## config.mk

```make
export PLATFORM = sky130hd
export DESIGN_NAME = positional_pid_filtered_derivative_core_flat
export DESIGN_NICKNAME = d
export VERILOG_FILES = /design/src/hdl/ppid_pkg.sv /design/src/hdl/ppid_if.sv /design/src/hdl/ppid_div.sv /design/src/hdl/ppid_seq.sv /design/src/hdl/ppid_dpath.sv /design/src/hdl/positional_pid_filtered_derivative_core.sv /design/src/flat_wrapper.sv
export SDC_FILE = /design/constraint.sdc
export NUM_CORES = 2
export LEC_CHECK = 0
export BUFFER_PORTS_ARGS = -buffer_cell sky130_fd_sc_hd__buf_2
export CAP_MARGIN = 30
export CORE_ASPECT_RATIO = 1.25
export CORE_MARGIN = 3
export CORE_UTILIZATION = 63
export DETAILED_ROUTE_END_ITERATION = 16
export HOLD_SLACK_MARGIN = 0.12
export PLACE_DENSITY_LB_ADDON = 0.1
export SYNTH_ARGS = -nofsm -noshare
export SYNTH_HDL_FRONTEND = slang
export SYNTH_SLANG_ARGS = --single-unit
```

## constraint.sdc

```tcl
create_clock -name clk -period 9.6 [get_ports clk]
set_clock_uncertainty 0.05 [all_clocks]
set_input_delay 1.44 -clock clk [delete_from_list [all_inputs] [get_ports clk]]
set_output_delay 1.44 -clock clk [all_outputs]
set_load 0.01 [all_outputs]
```

## src/hdl/ppid_pkg.sv

```systemverilog
`default_nettype none
// ----------------------------------------------------------------------------
// ppid_pkg
// Shared widths, codes, control word layout, microcode program and saturation
// helpers for the positional PID core with a filtered derivative.
// ----------------------------------------------------------------------------
package ppid_pkg;

	localparam int E_W        = 16;
	localparam int DIFF_W     = E_W + 1;
	localparam int SUM_W      = 32;
	localparam int SLOPE_W    = 24;
	localparam int GAIN_W     = 16;
	localparam int ALPHA_W    = 17;
	localparam int CAP_W      = 31;
	localparam int DRIVE_W    = 32;
	localparam int MUL_A_W    = SUM_W;
	localparam int MUL_B_W    = ALPHA_W + 1;
	localparam int PROD_W     = MUL_A_W + MUL_B_W;
	localparam int ACC_W      = PROD_W;
	localparam int SLOPE_SH   = 16;
	localparam int DRIVE_SH   = 8;
	localparam int CAP_SH     = 8;
	localparam int DIVD_W     = CAP_W + CAP_SH;
	localparam int DIV_CNT_W  = $clog2(DIVD_W + 1);
	localparam int PC_W       = 4;
	localparam int CFG_IDX_W  = 3;
	localparam int CFG_DATA_W = CAP_W;

	localparam logic [ALPHA_W-1:0] ALPHA_ONE = ALPHA_W'(65536);
	localparam logic [GAIN_W-1:0]  GAIN_RST  = '0;
	localparam logic [CAP_W-1:0]   CAP_RST   = {CAP_W{1'b1}};

	typedef enum logic [CFG_IDX_W-1:0] {
		REG_GAIN_P    = 3'd0,
		REG_GAIN_I    = 3'd1,
		REG_GAIN_D    = 3'd2,
		REG_SMOOTHING = 3'd3,
		REG_CAP       = 3'd4
	} cfg_idx_t;

	typedef struct packed {
		logic [GAIN_W-1:0]  gain_p;
		logic [GAIN_W-1:0]  gain_i;
		logic [GAIN_W-1:0]  gain_d;
		logic [ALPHA_W-1:0] smoothing;
		logic [CAP_W-1:0]   integral_cap;
	} cfg_t;

	typedef enum logic [1:0] {
		MA_E, MA_DIFF, MA_SLOPE, MA_SUM
	} mul_a_t;

	typedef enum logic [2:0] {
		MB_ALPHA, MB_BETA, MB_GP, MB_GI, MB_GD
	} mul_b_t;

	typedef enum logic [1:0] {
		ACC_HOLD, ACC_LOAD, ACC_ADD
	} acc_op_t;

	typedef enum logic [2:0] {
		A_NONE, A_LATCH, A_SUM_ADD, A_DIV_INIT, A_SLOPE_SET, A_DIV_STEP,
		A_SUM_CLAMP, A_OUT
	} act_t;

	typedef enum logic [2:0] {
		C_NEXT, C_ALWAYS, C_NO_IN, C_GI_ZERO, C_DIV_MORE, C_OUT_BUSY
	} cond_t;

	typedef struct packed {
		mul_a_t          ma;
		mul_b_t          mb;
		acc_op_t         acc;
		act_t            act;
		cond_t           cond;
		logic [PC_W-1:0] tgt;
	} uword_t;

	typedef struct packed {
		logic in_fire;
		logic out_busy;
		logic gi_zero;
		logic div_more;
	} seq_stat_t;

	// program addresses used as jump targets
	localparam logic [PC_W-1:0] ST_WAIT = PC_W'(0);
	localparam logic [PC_W-1:0] ST_DIV  = PC_W'(5);
	localparam logic [PC_W-1:0] ST_MAC  = PC_W'(7);
	localparam logic [PC_W-1:0] ST_OUT  = PC_W'(11);

	function automatic uword_t ucode_rom(input logic [PC_W-1:0] pc);
		uword_t w;
		w = '{MA_E, MB_ALPHA, ACC_HOLD, A_NONE, C_ALWAYS, ST_WAIT};
		case (pc)
			PC_W'(0):  w = '{MA_E,     MB_ALPHA, ACC_HOLD, A_LATCH,     C_NO_IN,    ST_WAIT};
			PC_W'(1):  w = '{MA_DIFF,  MB_ALPHA, ACC_HOLD, A_SUM_ADD,   C_NEXT,     ST_WAIT};
			PC_W'(2):  w = '{MA_SLOPE, MB_BETA,  ACC_LOAD, A_DIV_INIT,  C_NEXT,     ST_WAIT};
			PC_W'(3):  w = '{MA_E,     MB_ALPHA, ACC_ADD,  A_NONE,      C_NEXT,     ST_WAIT};
			PC_W'(4):  w = '{MA_E,     MB_ALPHA, ACC_HOLD, A_SLOPE_SET, C_GI_ZERO,  ST_MAC};
			PC_W'(5):  w = '{MA_E,     MB_ALPHA, ACC_HOLD, A_DIV_STEP,  C_DIV_MORE, ST_DIV};
			PC_W'(6):  w = '{MA_E,     MB_ALPHA, ACC_HOLD, A_SUM_CLAMP, C_NEXT,     ST_WAIT};
			PC_W'(7):  w = '{MA_E,     MB_GP,    ACC_HOLD, A_NONE,      C_NEXT,     ST_WAIT};
			PC_W'(8):  w = '{MA_SUM,   MB_GI,    ACC_LOAD, A_NONE,      C_NEXT,     ST_WAIT};
			PC_W'(9):  w = '{MA_SLOPE, MB_GD,    ACC_ADD,  A_NONE,      C_NEXT,     ST_WAIT};
			PC_W'(10): w = '{MA_E,     MB_ALPHA, ACC_ADD,  A_NONE,      C_NEXT,     ST_WAIT};
			PC_W'(11): w = '{MA_E,     MB_ALPHA, ACC_HOLD, A_OUT,       C_OUT_BUSY, ST_OUT};
			default:   w = '{MA_E,     MB_ALPHA, ACC_HOLD, A_NONE,      C_ALWAYS,   ST_WAIT};
		endcase
		return w;
	endfunction

	function automatic logic signed [SLOPE_W-1:0] sat_slope(
		input logic signed [ACC_W-SLOPE_SH-1:0] x
	);
		logic s;
		s = x[ACC_W-SLOPE_SH-1];
		if (x[ACC_W-SLOPE_SH-1:SLOPE_W-1] != {(ACC_W-SLOPE_SH-SLOPE_W+1){s}})
			return s ? {1'b1, {(SLOPE_W-1){1'b0}}} : {1'b0, {(SLOPE_W-1){1'b1}}};
		return x[SLOPE_W-1:0];
	endfunction

	function automatic logic signed [DRIVE_W-1:0] sat_drive(
		input logic signed [ACC_W-DRIVE_SH-1:0] x
	);
		logic s;
		s = x[ACC_W-DRIVE_SH-1];
		if (x[ACC_W-DRIVE_SH-1:DRIVE_W-1] != {(ACC_W-DRIVE_SH-DRIVE_W+1){s}})
			return s ? {1'b1, {(DRIVE_W-1){1'b0}}} : {1'b0, {(DRIVE_W-1){1'b1}}};
		return x[DRIVE_W-1:0];
	endfunction

	function automatic logic signed [SUM_W-1:0] sat_sum(
		input logic signed [SUM_W:0] x
	);
		if (x[SUM_W] != x[SUM_W-1])
			return x[SUM_W] ? {1'b1, {(SUM_W-1){1'b0}}} : {1'b0, {(SUM_W-1){1'b1}}};
		return x[SUM_W-1:0];
	endfunction

endpackage
`default_nettype wire

```

## src/hdl/ppid_if.sv

```systemverilog
`default_nettype none
// ----------------------------------------------------------------------------
// ppid_if
// Valid/ready channels of the PID core: error samples in, drive values out.
// ----------------------------------------------------------------------------
interface ppid_in_if;
	import ppid_pkg::*;

	logic                    valid;
	logic                    ready;
	logic signed [E_W-1:0]   error_sample;

	modport source (output valid, output error_sample, input ready);
	modport sink   (input valid, input error_sample, output ready);
endinterface

interface ppid_out_if;
	import ppid_pkg::*;

	logic                      valid;
	logic                      ready;
	logic signed [DRIVE_W-1:0] drive;

	modport source (output valid, output drive, input ready);
	modport sink   (input valid, input drive, output ready);
endinterface
`default_nettype wire

```

## src/hdl/ppid_div.sv

```systemverilog
`default_nettype none
// ----------------------------------------------------------------------------
// ppid_div
// Restoring divider, one quotient bit per step: (integral_cap << 8) / gain_i.
// ----------------------------------------------------------------------------
module ppid_div (
	input  wire logic                        clk,
	input  wire logic                        arst_n,
	input  wire logic                        start,
	input  wire logic                        step,
	input  wire logic [ppid_pkg::CAP_W-1:0]  cap,
	input  wire logic [ppid_pkg::GAIN_W-1:0] divisor,
	output logic [ppid_pkg::DIVD_W-1:0]      quotient,
	output logic                             more
);
	import ppid_pkg::*;

	logic [GAIN_W-1:0]    rem_q;
	logic [DIVD_W-1:0]    dq_q;
	logic [DIV_CNT_W-1:0] cnt_q;
	logic [GAIN_W:0]      cand;
	logic [GAIN_W:0]      diff;
	logic                 ge;

	assign cand = {rem_q, dq_q[DIVD_W-1]};
	assign ge   = cand >= {1'b0, divisor};
	assign diff = cand - {1'b0, divisor};

	always_ff @(posedge clk or negedge arst_n) begin
		if (!arst_n) begin
			cnt_q <= '0;
		end else if (start) begin
			cnt_q <= DIV_CNT_W'(DIVD_W);
		end else if (step) begin
			cnt_q <= cnt_q - 1'b1;
		end
	end

	// dividend bits shift out the top while quotient bits shift in below
	always_ff @(posedge clk) begin
		if (start) begin
			rem_q <= '0;
			dq_q  <= {cap, {CAP_SH{1'b0}}};
		end else if (step) begin
			rem_q <= ge ? diff[GAIN_W-1:0] : cand[GAIN_W-1:0];
			dq_q  <= {dq_q[DIVD_W-2:0], ge};
		end
	end

	assign quotient = dq_q;
	assign more     = cnt_q != DIV_CNT_W'(1);

endmodule
`default_nettype wire

```

## src/hdl/ppid_seq.sv

```systemverilog
`default_nettype none
// ----------------------------------------------------------------------------
// ppid_seq
// Microcode sequencer: step counter, program ROM and conditional jumps.
// ----------------------------------------------------------------------------
module ppid_seq (
	input  wire logic                clk,
	input  wire logic                arst_n,
	input  wire ppid_pkg::seq_stat_t stat,
	output ppid_pkg::uword_t         uw
);
	import ppid_pkg::*;

	logic [PC_W-1:0] pc_q;
	logic [PC_W-1:0] pc_nxt;
	logic            jump;

	assign uw = ucode_rom(pc_q);

	always_comb begin
		unique case (uw.cond)
			C_NEXT:     jump = 1'b0;
			C_ALWAYS:   jump = 1'b1;
			C_NO_IN:    jump = !stat.in_fire;
			C_GI_ZERO:  jump = stat.gi_zero;
			C_DIV_MORE: jump = stat.div_more;
			C_OUT_BUSY: jump = stat.out_busy;
			default:    jump = 1'b1;
		endcase
		pc_nxt = jump ? uw.tgt : pc_q + 1'b1;
	end

	always_ff @(posedge clk or negedge arst_n) begin
		if (!arst_n) begin
			pc_q <= ST_WAIT;
		end else begin
			pc_q <= pc_nxt;
		end
	end

endmodule
`default_nettype wire

```

## src/hdl/ppid_dpath.sv

```systemverilog
`default_nettype none
// ----------------------------------------------------------------------------
// ppid_dpath
// Datapath driven by the control word: shared multiplier, accumulator,
// controller state, integral clamp and the output register.
// ----------------------------------------------------------------------------
module ppid_dpath (
	input  wire logic             clk,
	input  wire logic             arst_n,
	input  wire ppid_pkg::cfg_t   cfg,
	input  wire ppid_pkg::uword_t uw,
	output ppid_pkg::seq_stat_t   stat,
	ppid_in_if.sink               samples,
	ppid_out_if.source            drives
);
	import ppid_pkg::*;

	logic signed [E_W-1:0]     e_q;
	logic signed [DIFF_W-1:0]  diff_q;
	logic [ALPHA_W-1:0]        alpha_q;
	logic signed [E_W-1:0]     last_q;
	logic signed [SUM_W-1:0]   sum_q;
	logic signed [SLOPE_W-1:0] slope_q;
	logic signed [PROD_W-1:0]  prod_q;
	logic signed [ACC_W-1:0]   acc_q;
	logic signed [DRIVE_W-1:0] drive_q;
	logic                      out_valid_q;

	logic                      in_fire;
	logic                      out_busy;
	logic signed [MUL_A_W-1:0] mul_a;
	logic [ALPHA_W-1:0]        mul_b;
	logic signed [MUL_B_W-1:0] mul_b_s;
	logic signed [PROD_W-1:0]  prod_c;
	logic [ALPHA_W-1:0]        beta;
	logic signed [ACC_W-1:0]   slope_rnd;
	logic signed [ACC_W-1:0]   drive_rnd;
	logic [DIVD_W-1:0]         quotient;
	logic                      div_more;
	logic [CAP_W-1:0]          lim;
	logic signed [SUM_W-1:0]   lim_pos;
	logic signed [SUM_W-1:0]   lim_neg;

	assign samples.ready = uw.act == A_LATCH;
	assign in_fire       = samples.valid && samples.ready;
	assign out_busy      = out_valid_q && !drives.ready;

	assign stat.in_fire  = in_fire;
	assign stat.out_busy = out_busy;
	assign stat.gi_zero  = cfg.gain_i == '0;
	assign stat.div_more = div_more;

	ppid_div u_div (
		.clk      (clk),
		.arst_n   (arst_n),
		.start    (uw.act == A_DIV_INIT),
		.step     (uw.act == A_DIV_STEP),
		.cap      (cfg.integral_cap),
		.divisor  (cfg.gain_i),
		.quotient (quotient),
		.more     (div_more)
	);

	assign beta = ALPHA_ONE - alpha_q;

	always_comb begin
		case (uw.ma)
			MA_E:     mul_a = MUL_A_W'(e_q);
			MA_DIFF:  mul_a = MUL_A_W'(diff_q);
			MA_SLOPE: mul_a = MUL_A_W'(slope_q);
			MA_SUM:   mul_a = sum_q;
			default:  mul_a = '0;
		endcase
		case (uw.mb)
			MB_ALPHA: mul_b = alpha_q;
			MB_BETA:  mul_b = beta;
			MB_GP:    mul_b = ALPHA_W'(cfg.gain_p);
			MB_GI:    mul_b = ALPHA_W'(cfg.gain_i);
			MB_GD:    mul_b = ALPHA_W'(cfg.gain_d);
			default:  mul_b = '0;
		endcase
	end

	assign mul_b_s = $signed({1'b0, mul_b});
	assign prod_c  = mul_a * mul_b_s;

	// round to nearest, ties toward plus infinity, then take the high bits
	assign slope_rnd = acc_q + ACC_W'(1 << (SLOPE_SH - 1));
	assign drive_rnd = acc_q + ACC_W'(1 << (DRIVE_SH - 1));

	// sum limit is the quotient capped at the largest positive 32-bit value
	assign lim     = (|quotient[DIVD_W-1:CAP_W]) ? {CAP_W{1'b1}} : quotient[CAP_W-1:0];
	assign lim_pos = $signed({1'b0, lim});
	assign lim_neg = -lim_pos;

	always_ff @(posedge clk) begin
		prod_q <= prod_c;
		case (uw.acc)
			ACC_LOAD: acc_q <= prod_q;
			ACC_ADD:  acc_q <= acc_q + prod_q;
			default:  acc_q <= acc_q;
		endcase
		if (in_fire) begin
			e_q     <= samples.error_sample;
			diff_q  <= DIFF_W'(samples.error_sample) - DIFF_W'(last_q);
			alpha_q <= (cfg.smoothing > ALPHA_ONE) ? ALPHA_ONE : cfg.smoothing;
		end
		if (uw.act == A_OUT && !out_busy) begin
			drive_q <= sat_drive(drive_rnd[ACC_W-1:DRIVE_SH]);
		end
	end

	always_ff @(posedge clk or negedge arst_n) begin
		if (!arst_n) begin
			last_q      <= '0;
			sum_q       <= '0;
			slope_q     <= '0;
			out_valid_q <= 1'b0;
		end else begin
			if (in_fire) begin
				last_q <= samples.error_sample;
			end
			case (uw.act)
				A_SUM_ADD: begin
					sum_q <= sat_sum((SUM_W+1)'(sum_q) + (SUM_W+1)'(e_q));
				end
				A_SLOPE_SET: begin
					slope_q <= sat_slope(slope_rnd[ACC_W-1:SLOPE_SH]);
				end
				A_SUM_CLAMP: begin
					if (sum_q > lim_pos) begin
						sum_q <= lim_pos;
					end else if (sum_q < lim_neg) begin
						sum_q <= lim_neg;
					end
				end
				default: begin
				end
			endcase
			// hold the beat until taken; a new one may load as the old leaves
			if (uw.act == A_OUT && !out_busy) begin
				out_valid_q <= 1'b1;
			end else if (drives.ready) begin
				out_valid_q <= 1'b0;
			end
		end
	end

	assign drives.valid = out_valid_q;
	assign drives.drive = drive_q;

endmodule
`default_nettype wire

```

## src/hdl/positional_pid_filtered_derivative_core.sv

```systemverilog
`default_nettype none
// ----------------------------------------------------------------------------
// positional_pid_filtered_derivative_core
// Positional PID controller in fixed point with a low-pass filtered
// derivative and a clamped integral, run by a microcoded sequencer.
// ----------------------------------------------------------------------------
//  channel   dir  handshake        payload
//  samples   in   valid/ready      error_sample  s16 Q8.8
//  drives    out  valid/ready      drive         s32 Q.8
//  cfg       in   cfg_we           cfg_index 3b, cfg_data 31b
//
//  The 39-step restoring divider for the integral limit runs for each sample
//  while gain_i is nonzero; with gain_i zero the sequencer skips it and the
//  clamp. Samples are taken one at a time, and the next one is accepted
//  while the previous drive still waits in the output register.
//  A stalled output holds the sequencer at its last step. Reset is immediate:
//  no clearing pass.
// ----------------------------------------------------------------------------
module positional_pid_filtered_derivative_core (
	input  wire logic                            clk,
	input  wire logic                            arst_n,
	input  wire logic                            cfg_we,
	input  wire logic [ppid_pkg::CFG_IDX_W-1:0]  cfg_index,
	input  wire logic [ppid_pkg::CFG_DATA_W-1:0] cfg_data,
	ppid_in_if.sink                              samples,
	ppid_out_if.source                           drives
);
	import ppid_pkg::*;

	cfg_t      cfg_q;
	uword_t    uw;
	seq_stat_t stat;

	always_ff @(posedge clk or negedge arst_n) begin
		if (!arst_n) begin
			cfg_q.gain_p       <= GAIN_RST;
			cfg_q.gain_i       <= GAIN_RST;
			cfg_q.gain_d       <= GAIN_RST;
			cfg_q.smoothing    <= ALPHA_ONE;
			cfg_q.integral_cap <= CAP_RST;
		end else if (cfg_we) begin
			unique case (cfg_idx_t'(cfg_index))
				REG_GAIN_P:    cfg_q.gain_p       <= cfg_data[GAIN_W-1:0];
				REG_GAIN_I:    cfg_q.gain_i       <= cfg_data[GAIN_W-1:0];
				REG_GAIN_D:    cfg_q.gain_d       <= cfg_data[GAIN_W-1:0];
				REG_SMOOTHING: cfg_q.smoothing    <= cfg_data[ALPHA_W-1:0];
				REG_CAP:       cfg_q.integral_cap <= cfg_data[CAP_W-1:0];
				default: begin
				end
			endcase
		end
	end

	ppid_seq u_seq (
		.clk    (clk),
		.arst_n (arst_n),
		.stat   (stat),
		.uw     (uw)
	);

	ppid_dpath u_dpath (
		.clk     (clk),
		.arst_n  (arst_n),
		.cfg     (cfg_q),
		.uw      (uw),
		.stat    (stat),
		.samples (samples),
		.drives  (drives)
	);

endmodule
`default_nettype wire

```

## src/flat_wrapper.sv

```systemverilog
// flat-port wrapper written by rule: the top's interface ports become plain ports
module positional_pid_filtered_derivative_core_flat import ppid_pkg::*;
  (clk, arst_n, cfg_we, cfg_index, cfg_data, samples_valid, samples_error_sample, samples_ready, drives_valid, drives_drive, drives_ready);
  ppid_in_if samples_i ();
  ppid_out_if drives_i ();
  input  wire logic clk;
  input  wire logic arst_n;
  input  wire logic cfg_we;
  input  wire logic [ppid_pkg::CFG_IDX_W-1:0] cfg_index;
  input  wire logic [ppid_pkg::CFG_DATA_W-1:0] cfg_data;
  input wire logic [$bits(samples_i.valid)-1:0] samples_valid;
  input wire logic [$bits(samples_i.error_sample)-1:0] samples_error_sample;
  output wire logic [$bits(samples_i.ready)-1:0] samples_ready;
  output wire logic [$bits(drives_i.valid)-1:0] drives_valid;
  output wire logic [$bits(drives_i.drive)-1:0] drives_drive;
  input wire logic [$bits(drives_i.ready)-1:0] drives_ready;
  assign samples_i.valid = samples_valid;
  assign samples_i.error_sample = samples_error_sample;
  assign samples_ready = samples_i.ready;
  assign drives_valid = drives_i.valid;
  assign drives_drive = drives_i.drive;
  assign drives_i.ready = drives_ready;
  positional_pid_filtered_derivative_core u_core (.clk(clk), .arst_n(arst_n), .cfg_we(cfg_we), .cfg_index(cfg_index), .cfg_data(cfg_data), .samples(samples_i), .drives(drives_i));
endmodule
```

Word-level counts from Yosys, hierarchy flattened
Memories as Yosys holds them, arrays and structs flattened.
Index checks and enable logic that the tools add are counted.
{"block": "op_classes", "n_div": 0, "bitwise_logic": 0, "muxes": 31, "n_eq_ne": 29, "n_shift": 0, "addsub": 10, "magnitude_cmp": 4, "n_reduce_logical": 22, "n_mul": 1}
{"operator": "$mux W32", "count": 8}
{"operator": "$pmux W32 S4", "count": 1}
{"operator": "$pmux W50 S2", "count": 1}
{"operator": "$pmux W17 S5", "count": 1}
{"operator": "$mux W39", "count": 2}
{"operator": "$mux W24", "count": 3}
{"operator": "$pmux W32 S2", "count": 1}
{"operator": "$add A50 B17 Y50 const B", "count": 1}
{"operator": "$add A50 B50 Y50", "count": 1}
{"operator": "$add A50 B9 Y50 const B", "count": 1}
{"operator": "$mul A32 B18 Y50", "count": 1}
{"operator": "$add A32 B16 Y33", "count": 1}
{"operator": "$gt A32 B32 Y1", "count": 1}
{"operator": "$lt A32 B32 Y1", "count": 1}
{"operator": "$neg A31 Y32", "count": 1}
{"operator": "$mux W31", "count": 1}
{"operator": "$eq A3 B2 Y1 const B", "count": 8}
{"operator": "$eq A3 B3 Y1 const B", "count": 8}
{"operator": "$ne A10 B10 Y1", "count": 2}
{"operator": "$ge A17 B16 Y1", "count": 1}
{"operator": "$gt A17 B17 Y1 const B", "count": 1}
{"operator": "$sub A16 B16 Y17", "count": 1}
{"operator": "$sub A17 B17 Y17 const A", "count": 1}
{"operator": "$logic_not A16 Y1", "count": 1}
{"operator": "other kinds (21)", "count": 48}
{"block": "totals", "latchBits": 0, "ff_bits": 416, "ramBits": 0, "word_cells": 118, "in_bits": 55, "mem_count": 1, "rom_bits": 272, "output_inout_bits": 34}
{"memory": "(no name shown)", "depth": 16, "width": 17, "rd": 1, "rd_ports_with_merged_regs": 0, "wr": 0, "line_no": "ppid_pkg.sv:96", "text": "case (pc)"}

Logic depth before layout (Yosys ltp)
{"block": "depth", "ltp_word": 7, "mapped_depth": 35}

Modules after synthesis
A second synthesis with hierarchy kept.
{"block": "hier_totals", "cells_unflattened": 4941, "hier_area_um2": 45737.6}
{"mod": "ppid_dpath", "instances": 1, "cells_per_inst": 4322, "area_each_um2": 37997.7}
{"mod": "positional_pid_filtered_derivative_core", "instances": 1, "cells_per_inst": 206, "area_each_um2": 3697.3}
{"mod": "ppid_div", "instances": 1, "cells_per_inst": 350, "area_each_um2": 3503.4}
{"mod": "ppid_seq", "instances": 1, "cells_per_inst": 63, "area_each_um2": 539.3}

Least setup slack after synthesis
Ideal clock, no wire load.
{"block": "synth_timing", "path_kind": "reg2reg", "from": "reg u_core.u_dpath.alpha_q[1]", "to": "reg u_core.u_dpath.prod_q[49]", "path_buffers": 2, "path_stages_with_launch": 35, "slack_ps": 765, "required_ps": 9428, "arrival_time_ps": 8663, "cell_sequence": "edfxtp_1 inv_1 ha_1 or3b_2 or3_1 nor3_1 nand2_1 o311ai_0 o21ai_0 nand2_1 clkbuf_1 clkbuf_1 nand2_1 fa_1 inv_1 fa_1 inv_1 fa_1 inv_1 fa_1 fa_1 inv_1 fa_1 inv_1 ha_1 nand2_1 o31ai_1 a21oi_1 a211o_1 a211oi_1 a21oi_1 o41ai_1 nand2_1 o21ai_0 xnor2_1"}
{"block": "synth_between", "elab_chain_cells": 3}
{"item": "start, declared", "line_no": "ppid_dpath.sv:20", "text": "logic [ALPHA_W-1:0] alpha_q;"}
{"item": "start signal, assigned", "line_no": "ppid_dpath.sv:106", "text": "alpha_q <= (cfg.smoothing > ALPHA_ONE) ? ALPHA_ONE : cfg.smoothing;"}
{"item": "$sub A17 B17 Y17", "line_no": "ppid_dpath.sv:64", "text": "assign beta = ALPHA_ONE - alpha_q;"}
{"item": "$pmux W17 S5 (*)", "line_no": "ppid_dpath.sv:74", "text": "case (uw.mb)"}
{"item": "$mul A32 B18 Y50 (*)", "line_no": "ppid_dpath.sv:85", "text": "assign prod_c = mul_a * mul_b_s;"}
{"item": "net u_core.u_dpath.prod_c[49]", "line_no": "ppid_dpath.sv:34", "text": "logic signed [PROD_W-1:0] prod_c;"}
{"item": "end signal, assigned", "line_no": "ppid_dpath.sv:97", "text": "prod_q <= prod_c;"}
{"item": "end, declared", "line_no": "ppid_dpath.sv:24", "text": "logic signed [PROD_W-1:0] prod_q;"}
Mark *: on every way through the listed nets, which the timed path passes. The rest lies on a longest branch.
A chain may end at the register's enable or synchronous reset.

Worst setup path after layout
{"block": "layout_timing", "from": "reg u_core.u_seq.pc_q[0]", "to": "reg u_core.u_dpath.prod_q[49]"}
{"block": "layout_between", "elab_chain_cells": 4, "elab_cells_between_ends": 13}
{"item": "start, declared", "line_no": "ppid_seq.sv:14", "text": "logic [PC_W-1:0] pc_q;"}
{"item": "start signal, assigned", "line_no": "ppid_seq.sv:37", "text": "pc_q <= pc_nxt;"}
{"item": "$mem_v2 Z16 W17 (*)"}
{"item": "$eq A3 B3 Y1 (tied with other cells)", "line_no": "ppid_dpath.sv:74"}
{"item": "$pmux W17 S5 / $pmux W32 S4 (equally long branches)", "line_no": "ppid_dpath.sv:74, ppid_dpath.sv:67"}
{"item": "$mul A32 B18 Y50 (*)", "line_no": "ppid_dpath.sv:85"}
{"item": "net u_core.u_dpath.prod_c[49]", "line_no": "ppid_dpath.sv:34"}
Marks and branches as above.

==> results.txt <==
The flow ran to the end, and the final reports show no timing, DRC or antenna violations. The number of global-route vias before repair came to 36.9k. The final hold violation count came out at 0. The clock tree from TritonCTS is built.

For the worst setup path, the data required time is 10060 ps. The number of pins with negative max-slew slack in the final report is 0. Of the synthesized area, sequential elements account for 0.241. The die extent in x is 245 µm.

The tree is rooted in a sky130_fd_sc_hd__clkbuf_16. The multiplexer area fraction after synthesis came out at 0.0338. The number of cells on the critical path came out at 30. In this run the worst hold path is classified as reg2reg.

The clock insertion delay at the later pin of the skew report is 620 ps. The post-synthesis compound-gate area fraction is 0.128. Setup repair after global routing left no endpoint under its margin.

The worst endpoint data arrival time came out at 9540 ps. The worst-case clock buffer depth is 3. Dividing the synthesized area by the synthesized cell count gives 9.04 µm². The longest individual stage delay on the worst path came out at 580 ps.

The post-route standard cell area excluding fillers is 48700 µm². The worst setup path is captured at a flop. The total congestion overflow is 0.

The worst setup path is of the reg2reg kind. The cell count of the worst reg-to-reg path is 30. Across every metal layer, demand over resource in global routing totals 0.335. The startpoint of the tightest hold check path is u_core.u_dpath.u_div.rem_q[15].

In this run, the number of DRC markers left after iteration 0 of detailed routing was 2561. The area of the multi-input gates came out at 30900 µm². In this run, distinct cell masters in the synthesized netlist total 82.

The TritonCTS buffer count is 44. The die boundary height came out at 305 µm. Synthesis handed over a netlist of 4991 instances.

The via-per-instance ratio came out at 5.98. The headroom to the max-slew limit is 0.287. From synthesis to final layout, the design area changed by 7.97%.

The Yosys step of the flow raised 0 warnings. The die footprint came out at 74900 µm². Among all stages on the critical path, the largest delay is contributed by sky130_fd_sc_hd__a21boi_1. The worst hold path was traced through 2 stages. After detailed routing, the average wire length per cell comes to 20.6 µm. The post-route core utilization is 0.688. The adder and majority gate portion of the synthesized area is 0.318. The placed instances occupy a cell area of 47200 µm².

The final layout contains 5934 nets. The net count of the mapped netlist is 5879. The clock transition time at the flip-flop clock pins of the worst setup and hold paths is 70 ps.

Once detail routing completed, the nets flagged for antenna violations numbered 0. After synthesis, the largest family of logic cells by area is adder cells. The cell that appears most often on the critical path is sky130_fd_sc_hd__fa_1. The reported max-cap violation count came out at 0. In this run the critical register-to-register path is captured at u_core.u_dpath.prod_q[49]. The maximum fanout encountered on the critical timing path is 10. The pin slew with the least headroom to its limit is 1070 ps. The number of antenna violations at the first check in global routing is 1. The register-to-register setup slack is 520 ps. The routed via count came out at 36.1k.

The total wirelength of the detailed-routed design is 124000 µm. The ratio of cells with drive above 1 in the final layout came out at 0.0978. The final critical delay including setup and external delays came out at 9080 ps. The number of sinks driven by the clock tree came out at 416. In this run the critical register-to-register path is launched from u_core.u_seq.pc_q[0]. The number of synthesized flops with an enable pin came out at 163. The H-tree was split into 2 levels.

The I/O pin total came out at 89. The final RePlAce weighted congestion is 1.00. Of all flip-flops after synthesis, the portion carrying an async set or reset was 0.430. The largest net degree at the start of global routing is 90. The mapped netlist covers 45100 µm². Of the total synthesized cell area, the portion taken by XOR and XNOR cells is 0.0485. The antenna diode count is 0.

The starting density of the core is 0.638. STA classifies the critical path startpoint as a flop. Adding up every negative setup slack in the final design gives 0 ps. After clock tree synthesis, the flow added hold-fix buffers numbering 0. Among cell families on the critical path, the largest total delay comes from adder cells.

After floorplanning, the core was divided into 109 placement rows. Buffers placed on the I/O ports in this run total 88. The number of filler instances in the final layout is 5692.

The sink of the worst hold path is u_core.u_dpath.u_div.rem_q[15]. The number of design rule violations left after detail routing is 0. The flip-flop and latch area came out at 10900 µm². After floorplanning, the core was sized to cover 70800 µm². After synthesis the netlist holds a flip-flop and latch count of 416. The final HPWL from detailed placement is 99400 µm.

The number of buffers and inverters on the critical path came out at 5. The wire length of the first global-routing pass is 198000 µm. The peak clock frequency supported by timing came out at 110 MHz. The simple-gate area share of the yosys netlist came out at 0.152. The first-pass iteration count of the detailed router is 7. The leading register cell type out of synthesis is sky130_fd_sc_hd__edfxtp_1. The share of the clock period used by the worst path after layout is 0.946. Leaving out fill and tap cells, the most frequent cells in the layout are sky130_fd_sc_hd__inv_1 (718), sky130_fd_sc_hd__nand2_1 (591), sky130_fd_sc_hd__fa_1 (525), sky130_fd_sc_hd__nor2_1 (491), sky130_fd_sc_hd__ha_1 (307). The library cell used most frequently in the layout, excluding fill and tap cells, is sky130_fd_sc_hd__inv_1. The number of setup violations in the final report came out at 0.
metrics by stage:
step | instances | setup WS [ps] | hold WS [ps]
after floorplan | 4991 | 765 | 382
after global placement | 5935 | 218 | 392
after detailed placement | 5941 | 235 | 403
after CTS | 6023 | 182 | 411
after global routing | 6025 | 105 | 423
final | 6025 | 522 | 409
routing by layer:
| metal | up-vias | GRT usage | share of wire |
|---|---|---|---|
| met1 | 17700 | 0.414 | 0.39 |
| met5 | - | 0 | 0 |
| li1 | 16600 | - | - |
| met2 | 1357 | 0.567 | 0.48 |
| met4 | 0 | 0.174 | 0.062 |
| met3 | 391 | 0.0527 | 0.070 |
repair_timing:
item | 4_1_cts | 5_1_grt
setup endpoints to repair | 0 | 4
gates resized for setup | 0 | 3
buffers inserted | 0 | 0
worst reg2reg max path, delay by kind of cell, from the launching register on:
family                   cells  cell delay (ps)
buffers and inverters        5              640
adder cells (fa/ha/maj)      9             3880
flip-flops                   1              410
AND/OR/NAND/NOR              6             1230
AO/OA/AOI/OAI                9             2670
XOR/XNOR                     1              100
Yosys cell counts, drive strengths merged (40+ instances only):
cell type	count	area share
dfxtp	74	0.033
nand4	45	0.0062
o21ai	218	0.024
xor2	86	0.017
a21oi	211	0.023
a21o	84	0.014
o211ai	45	0.0075
a22o	40	0.0078
edfxtp	163	0.11
nor3	61	0.0069
ha	308	0.085
nand2	591	0.049
inv	720	0.060
fa	525	0.23
mux2	123	0.031
nor2	492	0.041
nand3	72	0.0080
clkbuf	198	0.017
nor2b	53	0.0073
xnor2	164	0.032
nand2b	69	0.0096
dfrtp	147	0.082
kinds of logic (layout without fill, tap and decap cells):
logic type	count (synthesis)	count (layout)
XOR/XNOR	250	250
AND/OR/NAND/NOR	1540	1540
adder cells (fa/ha/maj)	833	833
multiplexers	137	137
AO/OA/AOI/OAI	885	885
flip-flops	416	416
buffers and inverters	930	1021
how the worst max path moves through the flow:
| stage | startpoint | endpoint | slack, ps |
|---|---|---|---|
| floorplan | u_core.u_dpath.alpha_q[1] | u_core.u_dpath.prod_q[49] | 760 |
| global route | u_core.u_dpath.alpha_q[1] | u_core.u_dpath.prod_q[49] | 110 |
| finish | u_core.u_seq.pc_q[0] | u_core.u_dpath.prod_q[49] | 520 |
| CTS | u_core.u_seq.pc_q[1] | u_core.u_dpath.prod_q[49] | 180 |
| global placement | u_core.u_seq.pc_q[0] | u_core.u_dpath.prod_q[49] | 220 |
| detailed placement | u_core.u_seq.pc_q[1] | u_core.u_dpath.prod_q[49] | 240 |
layout make-up:
class | instances | area share
sequential | 416 | 0.224
clock buffer | 61 | 0.0256
clock inverter | 21 | 0.00562
timing repair buffer | 219 | 0.0307
tap | 943 | 0.0242
inverter | 720 | 0.0555
multi-input combinational | 3645 | 0.635
flip-flops by register name, summed over array words and instances (netlist names):
signal	cells
u_core.u_dpath.acc_q	50
u_core.u_dpath.sum_q	32
u_core.u_dpath.u_div.cnt_q	6
u_core.u_dpath.e_q	16
u_core.u_dpath.prod_q	50
u_core.u_dpath.u_div.quotient	39
u_core.u_dpath.last_q	16
u_core.u_dpath.alpha_q	17
u_core.u_seq.pc_q	4
u_core.u_dpath.slope_q	24
u_core.cfg_q	96
u_core.u_dpath.diff_q	17
u_core.u_dpath.drives.valid	1
u_core.u_dpath.u_div.rem_q	16
u_core.u_dpath.drives.drive	32
Power is not shown: default switching activity piles up to over one toggle a cycle in this logic, so the estimate is an artifact.
